## config.mk

```make
export PLATFORM = sky130hd
export DESIGN_NAME = zwfc_front
export DESIGN_NICKNAME = d
export VERILOG_FILES = /design/src/hw/rtl/zwfc_pkg.sv /design/src/hw/rtl/zwfc_front.sv
export SDC_FILE = /design/constraint.sdc
export NUM_CORES = 1
export LEC_CHECK = 0
export ABC_AREA = 1
export BUFFER_PORTS_ARGS = -buffer_cell sky130_fd_sc_hd__buf_2
export CORE_MARGIN = 2
export CORE_UTILIZATION = 60
export DETAILED_ROUTE_END_ITERATION = 10
export PLACE_DENSITY = 0.81
export SLEW_MARGIN = 30
export SYNTH_ARGS = -nofsm -noshare
export SYNTH_HDL_FRONTEND = slang
export SYNTH_SLANG_ARGS = --single-unit
```

## constraint.sdc

```tcl
create_clock -name clk_i -period 6.46 [get_ports clk_i]
set_input_delay 0.323 -clock clk_i [delete_from_list [all_inputs] [get_ports clk_i]]
set_output_delay 0.323 -clock clk_i [all_outputs]
set_load 0.01 [all_outputs]
```

## src/hw/rtl/zwfc_pkg.sv

```systemverilog
// ----------------------------------------------------------------------------
// zwfc_pkg
// Types, codes and helper functions shared by the zlib wrapper framer/checker.
// ----------------------------------------------------------------------------
`timescale 1ns / 1ps
`default_nettype none
package zwfc_pkg;

  typedef enum logic [2:0] {
    REQ_RAW     = 3'd0,
    REQ_COMP    = 3'd1,
    REQ_END     = 3'd2,
    REQ_FINISH  = 3'd3,
    REQ_RESTART = 3'd4
  } req_e;

  typedef enum logic [2:0] {
    ST_OK       = 3'd0,
    ST_BAD_HDR  = 3'd1,
    ST_DICT     = 3'd2,
    ST_MISMATCH = 3'd3,
    ST_COMPLETE = 3'd4,
    ST_TRUNC    = 3'd5,
    ST_UNEXP    = 3'd6
  } status_e;

  typedef enum logic [1:0] {
    PH_HEADER  = 2'd0,
    PH_BODY    = 2'd1,
    PH_TRAILER = 2'd2,
    PH_DONE    = 2'd3
  } phase_e;

  typedef enum logic {
    REG_ENCODE_MODE = 1'b0,
    REG_LEVEL       = 1'b1
  } reg_e;

  localparam logic [7:0]  CMF_BYTE   = 8'h78;
  localparam logic [3:0]  CM_DEFLATE = 4'd8;
  localparam logic [3:0]  CINFO_MAX  = 4'd7;
  localparam int unsigned FDICT_BIT  = 5;
  localparam logic [16:0] ADLER_MOD  = 17'd65521;
  localparam logic [3:0]  LEVEL_RST  = 4'd6;

  // One queued job: optional header pair, then either a trailer or a single word.
  typedef struct packed {
    logic        hdr;
    logic [7:0]  flg;
    logic        trl;
    logic        pvalid;
    logic [31:0] payload;
    status_e     status;
  } job_t;

  // FLG byte with FLEVEL from the level and FCHECK making CMF/FLG a multiple of 31.
  function automatic logic [7:0] flg_byte(input logic [3:0] level);
    logic [7:0] f;
    if (level <= 4'd1) begin
      f = 8'h01;
    end else if (level <= 4'd5) begin
      f = 8'h5E;
    end else if (level == 4'd6) begin
      f = 8'h9C;
    end else begin
      f = 8'hDA;
    end
    return f;
  endfunction

  // 32 == 1 (mod 31): fold 5-bit digits.
  function automatic logic mod31_zero(input logic [15:0] v);
    logic [6:0] s;
    logic [5:0] t;
    s = 7'(v[4:0]) + 7'(v[9:5]) + 7'(v[14:10]) + 7'(v[15]);
    t = 6'(s[4:0]) + 6'(s[6:5]);
    return (t == 6'd0) || (t == 6'd31);
  endfunction

endpackage
`default_nettype wire

```

## src/hw/rtl/zwfc_front.sv

```systemverilog
// ----------------------------------------------------------------------------
// zwfc_front
// Accepts request words, tracks stream phase and Adler-32, and queues jobs.
// ----------------------------------------------------------------------------
`timescale 1ns / 1ps
`default_nettype none
module zwfc_front (
  input  var logic              clk_i,
  input  var logic              rst_ni,
  input  var logic              encode_mode_i,
  input  var logic [3:0]        level_i,
  input  var logic              req_valid_i,
  output var logic              req_ready_o,
  input  var logic [2:0]        req_type_i,
  input  var logic [7:0]        data_byte_i,
  input  var logic              q_full_i,
  output var logic              push_o,
  output var zwfc_pkg::job_t    job_o
);

  zwfc_pkg::phase_e phase_q, phase_d;
  logic [1:0]  hcnt_q, hcnt_d;
  logic [15:0] stash_q, stash_d;
  logic [15:0] low_q, low_d;
  logic [15:0] high_q, high_d;
  logic [31:0] tshift_q, tshift_d;
  logic [2:0]  tcnt_q, tcnt_d;
  logic        err_q, err_d;

  logic        accept;
  logic [16:0] a_sum, b_sum;
  logic [15:0] a_new, b_new;
  logic        hdr_now;
  logic [7:0]  cmf;

  assign req_ready_o = ~q_full_i;
  assign accept      = req_valid_i & ~q_full_i;
  assign push_o      = accept;
  assign hdr_now     = (phase_q == zwfc_pkg::PH_HEADER);
  assign cmf         = stash_q[7:0];

  // Adler-32 update: add and conditional subtract on each sum
  always_comb begin
    a_sum = {1'b0, low_q} + 17'(data_byte_i);
    a_new = (a_sum >= zwfc_pkg::ADLER_MOD) ? 16'(a_sum - zwfc_pkg::ADLER_MOD) : a_sum[15:0];
    b_sum = {1'b0, high_q} + {1'b0, a_new};
    b_new = (b_sum >= zwfc_pkg::ADLER_MOD) ? 16'(b_sum - zwfc_pkg::ADLER_MOD) : b_sum[15:0];
  end

  always_comb begin
    phase_d  = phase_q;
    hcnt_d   = hcnt_q;
    stash_d  = stash_q;
    low_d    = low_q;
    high_d   = high_q;
    tshift_d = tshift_q;
    tcnt_d   = tcnt_q;
    err_d    = err_q;
    job_o         = '0;
    job_o.flg     = zwfc_pkg::flg_byte(level_i);
    job_o.status  = zwfc_pkg::ST_OK;

    priority if (req_type_i == zwfc_pkg::REQ_RESTART) begin
      phase_d  = zwfc_pkg::PH_HEADER;
      hcnt_d   = 2'd0;
      stash_d  = 16'd0;
      low_d    = 16'd1;
      high_d   = 16'd0;
      tshift_d = 32'd0;
      tcnt_d   = 3'd0;
      err_d    = 1'b0;
    end else if (req_type_i > zwfc_pkg::REQ_RESTART || err_q) begin
      job_o.status = zwfc_pkg::ST_UNEXP;
    end else if (encode_mode_i) begin
      if (phase_q == zwfc_pkg::PH_HEADER || phase_q == zwfc_pkg::PH_BODY) begin
        unique case (req_type_i)
          zwfc_pkg::REQ_RAW: begin
            low_d  = a_new;
            high_d = b_new;
          end
          zwfc_pkg::REQ_COMP: begin
            job_o.hdr     = hdr_now;
            job_o.pvalid  = 1'b1;
            job_o.payload = 32'(data_byte_i);
            phase_d       = zwfc_pkg::PH_BODY;
          end
          zwfc_pkg::REQ_END: begin
            job_o.hdr     = hdr_now;
            job_o.trl     = 1'b1;
            job_o.payload = {high_q, low_q};
            phase_d       = zwfc_pkg::PH_DONE;
          end
          default: begin
            err_d        = 1'b1;
            job_o.status = zwfc_pkg::ST_TRUNC;
          end
        endcase
      end else if (req_type_i == zwfc_pkg::REQ_FINISH) begin
        job_o.status = zwfc_pkg::ST_COMPLETE;
      end else begin
        job_o.status = zwfc_pkg::ST_UNEXP;
      end
    end else begin
      priority if (req_type_i == zwfc_pkg::REQ_FINISH) begin
        if (phase_q == zwfc_pkg::PH_DONE) begin
          job_o.status = zwfc_pkg::ST_COMPLETE;
        end else begin
          err_d        = 1'b1;
          job_o.status = zwfc_pkg::ST_TRUNC;
        end
      end else if (hdr_now && req_type_i == zwfc_pkg::REQ_COMP) begin
        stash_d = {stash_q[7:0], data_byte_i};
        hcnt_d  = hcnt_q + 2'd1;
        if (hcnt_d >= 2'd2) begin
          // second header byte: CM, CINFO, FCHECK, then FDICT
          if (cmf[3:0] != zwfc_pkg::CM_DEFLATE || cmf[7:4] > zwfc_pkg::CINFO_MAX ||
              !zwfc_pkg::mod31_zero(stash_d)) begin
            job_o.status = zwfc_pkg::ST_BAD_HDR;
            err_d        = 1'b1;
          end else if (data_byte_i[zwfc_pkg::FDICT_BIT]) begin
            job_o.status = zwfc_pkg::ST_DICT;
            err_d        = 1'b1;
          end else begin
            phase_d = zwfc_pkg::PH_BODY;
          end
        end
      end else if (phase_q == zwfc_pkg::PH_BODY && req_type_i == zwfc_pkg::REQ_COMP) begin
        job_o.pvalid  = 1'b1;
        job_o.payload = 32'(data_byte_i);
      end else if (phase_q == zwfc_pkg::PH_BODY && req_type_i == zwfc_pkg::REQ_RAW) begin
        low_d  = a_new;
        high_d = b_new;
      end else if (phase_q == zwfc_pkg::PH_BODY && req_type_i == zwfc_pkg::REQ_END) begin
        phase_d  = zwfc_pkg::PH_TRAILER;
        tcnt_d   = 3'd0;
        tshift_d = 32'd0;
      end else if (phase_q == zwfc_pkg::PH_TRAILER && req_type_i == zwfc_pkg::REQ_COMP) begin
        tshift_d = {tshift_q[23:0], data_byte_i};
        tcnt_d   = tcnt_q + 3'd1;
        if (tcnt_d >= 3'd4) begin
          if (tshift_d == {high_q, low_q}) begin
            phase_d      = zwfc_pkg::PH_DONE;
            job_o.status = zwfc_pkg::ST_COMPLETE;
          end else begin
            err_d        = 1'b1;
            job_o.status = zwfc_pkg::ST_MISMATCH;
          end
        end
      end else begin
        job_o.status = zwfc_pkg::ST_UNEXP;
      end
    end
  end

  always_ff @(posedge clk_i or negedge rst_ni) begin
    if (!rst_ni) begin
      phase_q  <= zwfc_pkg::PH_HEADER;
      hcnt_q   <= 2'd0;
      stash_q  <= 16'd0;
      low_q    <= 16'd1;
      high_q   <= 16'd0;
      tshift_q <= 32'd0;
      tcnt_q   <= 3'd0;
      err_q    <= 1'b0;
    end else if (accept) begin
      phase_q  <= phase_d;
      hcnt_q   <= hcnt_d;
      stash_q  <= stash_d;
      low_q    <= low_d;
      high_q   <= high_d;
      tshift_q <= tshift_d;
      tcnt_q   <= tcnt_d;
      err_q    <= err_d;
    end
  end

endmodule
`default_nettype wire

```

Word-level counts from Yosys, hierarchy flattened --
Index checks and enable logic that the tools add are counted.
Word-level totals: output and inout bits 48, ROM bits 0, word-level logic and storage cells 209, register bits after elaboration 72, RAM bits 0, input port bits 20, bits in latches 0, memories 0
Cells by class: reductions and logical operators 29, magnitude comparators 8, mux-type cells 116, eq/ne operators 36, bitwise gates (word level) 2, shift operators 0, add/sub/neg operators 10, multipliers 0, divide/modulo/power cells 0
Operator list (number):
- $mux 16 | 20
- $mux 24 | 9
- $mux 33 | 3
- $mux 34 | 2
- $pmux 32 s2 | 1
- $mux 3 | 20
- $mux 8 | 7
- $mux 2 | 24
- $mux 37 | 1
- $mux 36 | 1
- $ge 17x16->1 const B | 2
- $eq 32x32->1 | 1
- $sub 16x16->16 const B | 2
- $mux 1 | 26
- $reduce_and 13->1 | 2
- $reduce_bool 5->1 | 5
- $ne 4x4->1 const B | 6
- $ne 5x5->1 const B | 4
- $add 16x16->17 | 1
- $add 16x8->17 | 1
- $reduce_and 8->1 | 2
- $ne 2x2->1 const B | 5
- $ne 3x3->1 const B | 3
- $add 6x5->7 | 1
- 40 further kinds | 52

Longest topological paths before layout --
depth after elaboration 15, depth in mapped cells 37, gate-level depth less buffers 36

Least setup slack after synthesis --
No wires, ideal clock.
path kind register to register, from reg low_q[0], to reg high_q[6], arrival time 4336 ps, cell stages (with the launch flop) 30, path buffers 2, clock period less this slack 4454 ps, path slack 2006 ps, data required time 6343 ps, setup time 117 ps, path through dfstp_2 -> ha_1 -> fa_1 -> nand2_1 -> a21oi_2 -> nand2_1 -> nand2_2 -> nand4_1 -> or2_2 -> buf_1 -> nand3_4 -> nand2_1 -> nand2_1 -> ha_1 -> inv_1 -> fa_1 -> inv_1 -> nand3_1 -> nand2_2 -> xor2_2 -> nand2_1 -> nor2_1 -> nand2_2 -> nor2_4 -> nand3_4 -> nand3_4 -> buf_6 -> nand3_1 -> nand3_1 -> nand2_1
On the way: cells in the longest elaborated chain, start to end 13, elaborated cells between the ends (all ways) 17, classes of those cells add/sub: 4; order compare: 2; mux: 11
Ends and longest elaborated chain:
- start, declared | line zwfc_front.sv:24 | logic [15:0] low_q, low_d;
- start signal, assigned | line zwfc_front.sv:169 | low_q <= low_d;
- $add 16x8->17 (*) | line zwfc_front.sv:44 | a_sum = {1'b0, low_q} + 17'(data_byte_i);
- $sub 16x16->16 or $ge 17x16->1 (tied branches) | line zwfc_front.sv:45 | a_new = (a_sum >= zwfc_pkg::ADLER_MOD) ? 16'(a_sum - zwfc_pkg::ADLER_MOD) : a_sum[15:0];
- $mux 16 (*) | line zwfc_front.sv:45
- $add 16x16->17 (*) | line zwfc_front.sv:46 | b_sum = {1'b0, high_q} + {1'b0, a_new};
- $sub 16x16->16 or $ge 17x16->1 (tied branches) | line zwfc_front.sv:47 | b_new = (b_sum >= zwfc_pkg::ADLER_MOD) ? 16'(b_sum - zwfc_pkg::ADLER_MOD) : b_sum[15:0];
- $mux 16 (*) | line zwfc_front.sv:47
- $mux 16 | line zwfc_front.sv:130 | end else if (phase_q == zwfc_pkg::PH_BODY && req_type_i == zwfc_pkg::REQ_RAW) begin
- $mux 16 | line zwfc_front.sv:127 | end else if (phase_q == zwfc_pkg::PH_BODY && req_type_i == zwfc_pkg::REQ_COMP) begin
- $mux 16 | line zwfc_front.sv:111 | end else if (hdr_now && req_type_i == zwfc_pkg::REQ_COMP) begin
- $mux 16 | line zwfc_front.sv:104 | priority if (req_type_i == zwfc_pkg::REQ_FINISH) begin
- $mux 16 (*) | line zwfc_front.sv:74 | end else if (encode_mode_i) begin
- $mux 16 (*) | line zwfc_front.sv:72 | end else if (req_type_i > zwfc_pkg::REQ_RESTART || err_q) begin
- $mux 16 (*) | line zwfc_front.sv:63 | priority if (req_type_i == zwfc_pkg::REQ_RESTART) begin
- end signal, assigned | line zwfc_front.sv:170 | high_q <= high_d;
- end, declared | line zwfc_front.sv:25 | logic [15:0] high_q, high_d;
Mark *: on every way between the ends. The rest lies on a longest branch, timed or not. The select of a mux whose other input is x is not followed. A chain may end at the register's enable or synchronous reset.

Worst setup path after layout --
from reg low_q[0], to reg high_q[11]
Same word-level chain as after synthesis.

==> flow_summary_export.csv <==
group,metric,value,unit
clock_tree,ctsLongestPathBuffers,2,
worst_setup_path,endpoint_kind,"flop",
worst_setup_path,cpPeakStageDelay,550,ps
clock_tree,cts_setup_buffers,0,
clock_tree,cts_hold_buf,0,
floorplanning,dieArea,13000,um2
sta,period_share,79.4,%
sta,hold_ws,-25.9,ps
worst_setup_path,rr_endpoint,"high_q[11]",
detailed_routing,via_per_inst,5.63,
floorplanning,chipHeight,114,um
worst_setup_path,r2r_cells,29,
floorplanning,chipWidth,114,um
final_layout,drive_above_1_share,9.82,%
min_path,hold_path.class,"primary input to async pin",
floorplanning,io_pins,68,
detailed_routing,drt-total-wl,20900,um
placement,place_inst,1353,
detailed_routing,ant_nets,0,
placement,globalplace.congestion,0.972,
final_layout,stdcell_count,1369,
sta,finalClockSkew,10.6,ps
synthesis,ys_warn_count,0,
worst_setup_path,worst_setup_path_start_kind,"flop",
final_layout,nets,1284,
worst_setup_path,cp_slowest_cell,"dfstp_2",
placement,numPortBuffers,66,
worst_setup_path,worstPathMaxFanout,23,
detailed_routing,route.vias.total,7713,
synthesis,synth.cell_area,7240,um2
worst_setup_path,crit_path_frequent_cell,"nand2_1",
floorplanning,num_rows,40,
sta,final.setup.tns,0,ps
pwr,ir_drop,0.000400,V
synthesis,synth_top_cell_area_share,24.5,%
global_route,grt_pass1_vias,7010,
sta,min_period,5130,ps
worst_setup_path,rrSetupSlack,1330,ps
status,violations,"negative hold slack",
final_layout,final_common_cell,"nand2_1",
detailed_routing,wl_per_cell,15.3,um
synthesis,synthCells,1162,
floorplanning,fp.coreArea,11900,um2
global_route,grt_pass1_wl,34600,um
final_layout,diodes,0,
status,status,"finished, violations left",
clock_tree,cts_tree,"done",
sta,drv_slew,0,
synthesis,ys_ff_latch,72,
clock_tree,numCtsBuffers,9,
global_route,grt_usage,33.7,%
detailed_routing,drc_errors,0,
clock_tree,cts_resized,0,
floorplanning,initial_core_util,60.8,%
synthesis,synth_area_leaders,"dfrtp_1 25%, nand2_1 18%, inv_1 11%, ha_1 6.6%, nand3_1 6.3%",
global_route,antenna_found_initial,0,
final_layout,area_growth,9.69,%
clock_tree,cts_root_buf,"clkbuf_16",
sta,timing.fmax,195,MHz
global_route,overflow,0,
sta,maxSlewHeadroom,36.4,%
sta,finalHoldViolCount,10,
worst_setup_path,arrival,5340,ps
sta,rsz0062_at_grt,"false",
clock_tree,cts_max_level,3,
worst_setup_path,worst-setup-path-type,"flop to flop",
pwr,power_per_cell_area,591,nW/um2
synthesis,ys_seq_area_share,24.9,%
detailed_routing,drtIter0Drc,735,
clock_tree,clkLatencyLatePin,350,ps
sta,finalSetupViolations,0,
clock_tree,path_clk_slew,70,ps
worst_setup_path,worstReg2RegStart,"low_q[0]",
synthesis,syn_nets,1229,
sta,worst-slew-pin-transition,952,ps
job,maxCapViolations,0,
pwr,power_leakage,4.46,nW
global_route,grt_max_degree,73,
synthesis,syn_avg_cell_area,6.23,um2
placement,hpwl,16600,um
final_layout,final_cell_mix,"342 x nand2_1, 210 x inv_1, 113 x nor2_1, 91 x nand3_1, 71 x dfrtp_1",
worst_setup_path,crit_required,6670,ps
synthesis,yosysTopAreaCell,"dfrtp_1",
detailed_routing,first_pass_iters,7,
clock_tree,cts.sinks,72,
synthesis,synth.distinct_cells,42,
worst max path at each step:
| stage | depth (start not counted) | slack [ps] | to | start |
|---|---|---|---|---|
| 2_1_floorplan | 29 | 2010 | high_q[6] | low_q[0] |
| 3_5_place_dp | 32 | 1360 | high_q[11] | data_byte_i[0] |
| 6_report | 29 | 1330 | high_q[11] | low_q[0] |
| 3_3_place_gp | 32 | 1510 | high_q[6] | data_byte_i[0] |
| 5_1_grt | 30 | 770 | high_q[6] | low_q[0] |
| 4_1_cts | 29 | 1400 | high_q[11] | low_q[0] |
report_power, final:
group | internal (mW) | switching (mW) | leakage, nW
logic | 1.13 | 2.17 | 3.46
clock network | 0.268 | 0.221 | 0.135
registers | 0.653 | 0.248 | 0.859
total | 2.05 | 2.64 | 4.46
critical path, delay by kind of cell, from the launching register on:
kind	cells	cell delay, ps
simple gates	19	2510
compound gates	2	330
buf+inv	2	160
xor+xnor	2	420
fa+ha+maj	4	1020
flops	1	550
per-stage QoR:
step | setup slack (ps) | util [%] | area, um2 | total power [mW]
detailed placement | 1360 | 64.2 | 7650 | 4.13
CTS | 1400 | 66.6 | 7940 | 4.64
floorplan | 2010 | - | 7240 | 3.39
global route | 775 | 66.7 | 7940 | 5.20
finish | 1330 | 66.7 | 7940 | 4.69
global placement | 1510 | 64.2 | 7650 | 4.09
state kept, by name, indices dropped and copies added, names as in the netlist:
signal    flops
high_q       16
phase_q       2
stash_q       8
hcnt_q        2
low_q        16
err_q         1
tcnt_q        3
tshift_q     24
synthesized netlist by cell type:
master    count
nand2_1     342
nand3_4       4
nand2_2      10
o21ai_2       1
conb_1        1
buf_4         3
xnor2_1       5
a22oi_1       7
nor3_1       22
buf_6         2
buf_2         6
a21oi_1      29
or3_1         1
dfrtp_1      71
buf_1         2
and2_1        6
nor2_2        3
and3_1        1
nand3_1      91
o21a_1        3
nor2_4        2
o21ai_1      11
nand4_1      47
or2_2         3
fa_1          9
a211oi_1      2
inv_1       210
ha_1         38
o21ai_0      38
dfstp_2       1
nor2_1      113
a21oi_2       3
inv_2         3
nor4_1        3
xor2_1       26
nand3_2       3
xor2_2        2
clkbuf_1     11
nand3b_1      5
a31oi_1       5
o22ai_1      16
o31ai_1       1
metal layers:
metal / track usage [%] / vias up / routed length [um]
met3: 4.52 / 49 / 1600
met1: 46.7 / 3508 / 9100
met5: 0 / - / 0
met2: 54.3 / 338 / 9520
met4: 12.3 / 0 / 696
li1: - / 3818 / -
kinds of logic after synthesis:
logic type	share of synthesized area [%]
flip-flops	24.9
AO/OA/AOI/OAI	9.04
adder cells (fa/ha/maj)	9.05
other	0.0518
AND/OR/NAND/NOR	40.0
XOR/XNOR	4.20
buffers and inverters	12.8
area by class of cell:
type / count / area, um2
Sequential cell: 72 / 1800
Timing Repair Buffer: 68 / 352
Tap cell: 147 / 184
Multi-Input combinational cell: 853 / 4520
Clock inverter: 7 / 61.3
Inverter: 213 / 800
Clock buffer: 9 / 225
Fill cell: 1101 / 3970
No activity file was read; power rests on OpenSTA's default activity.
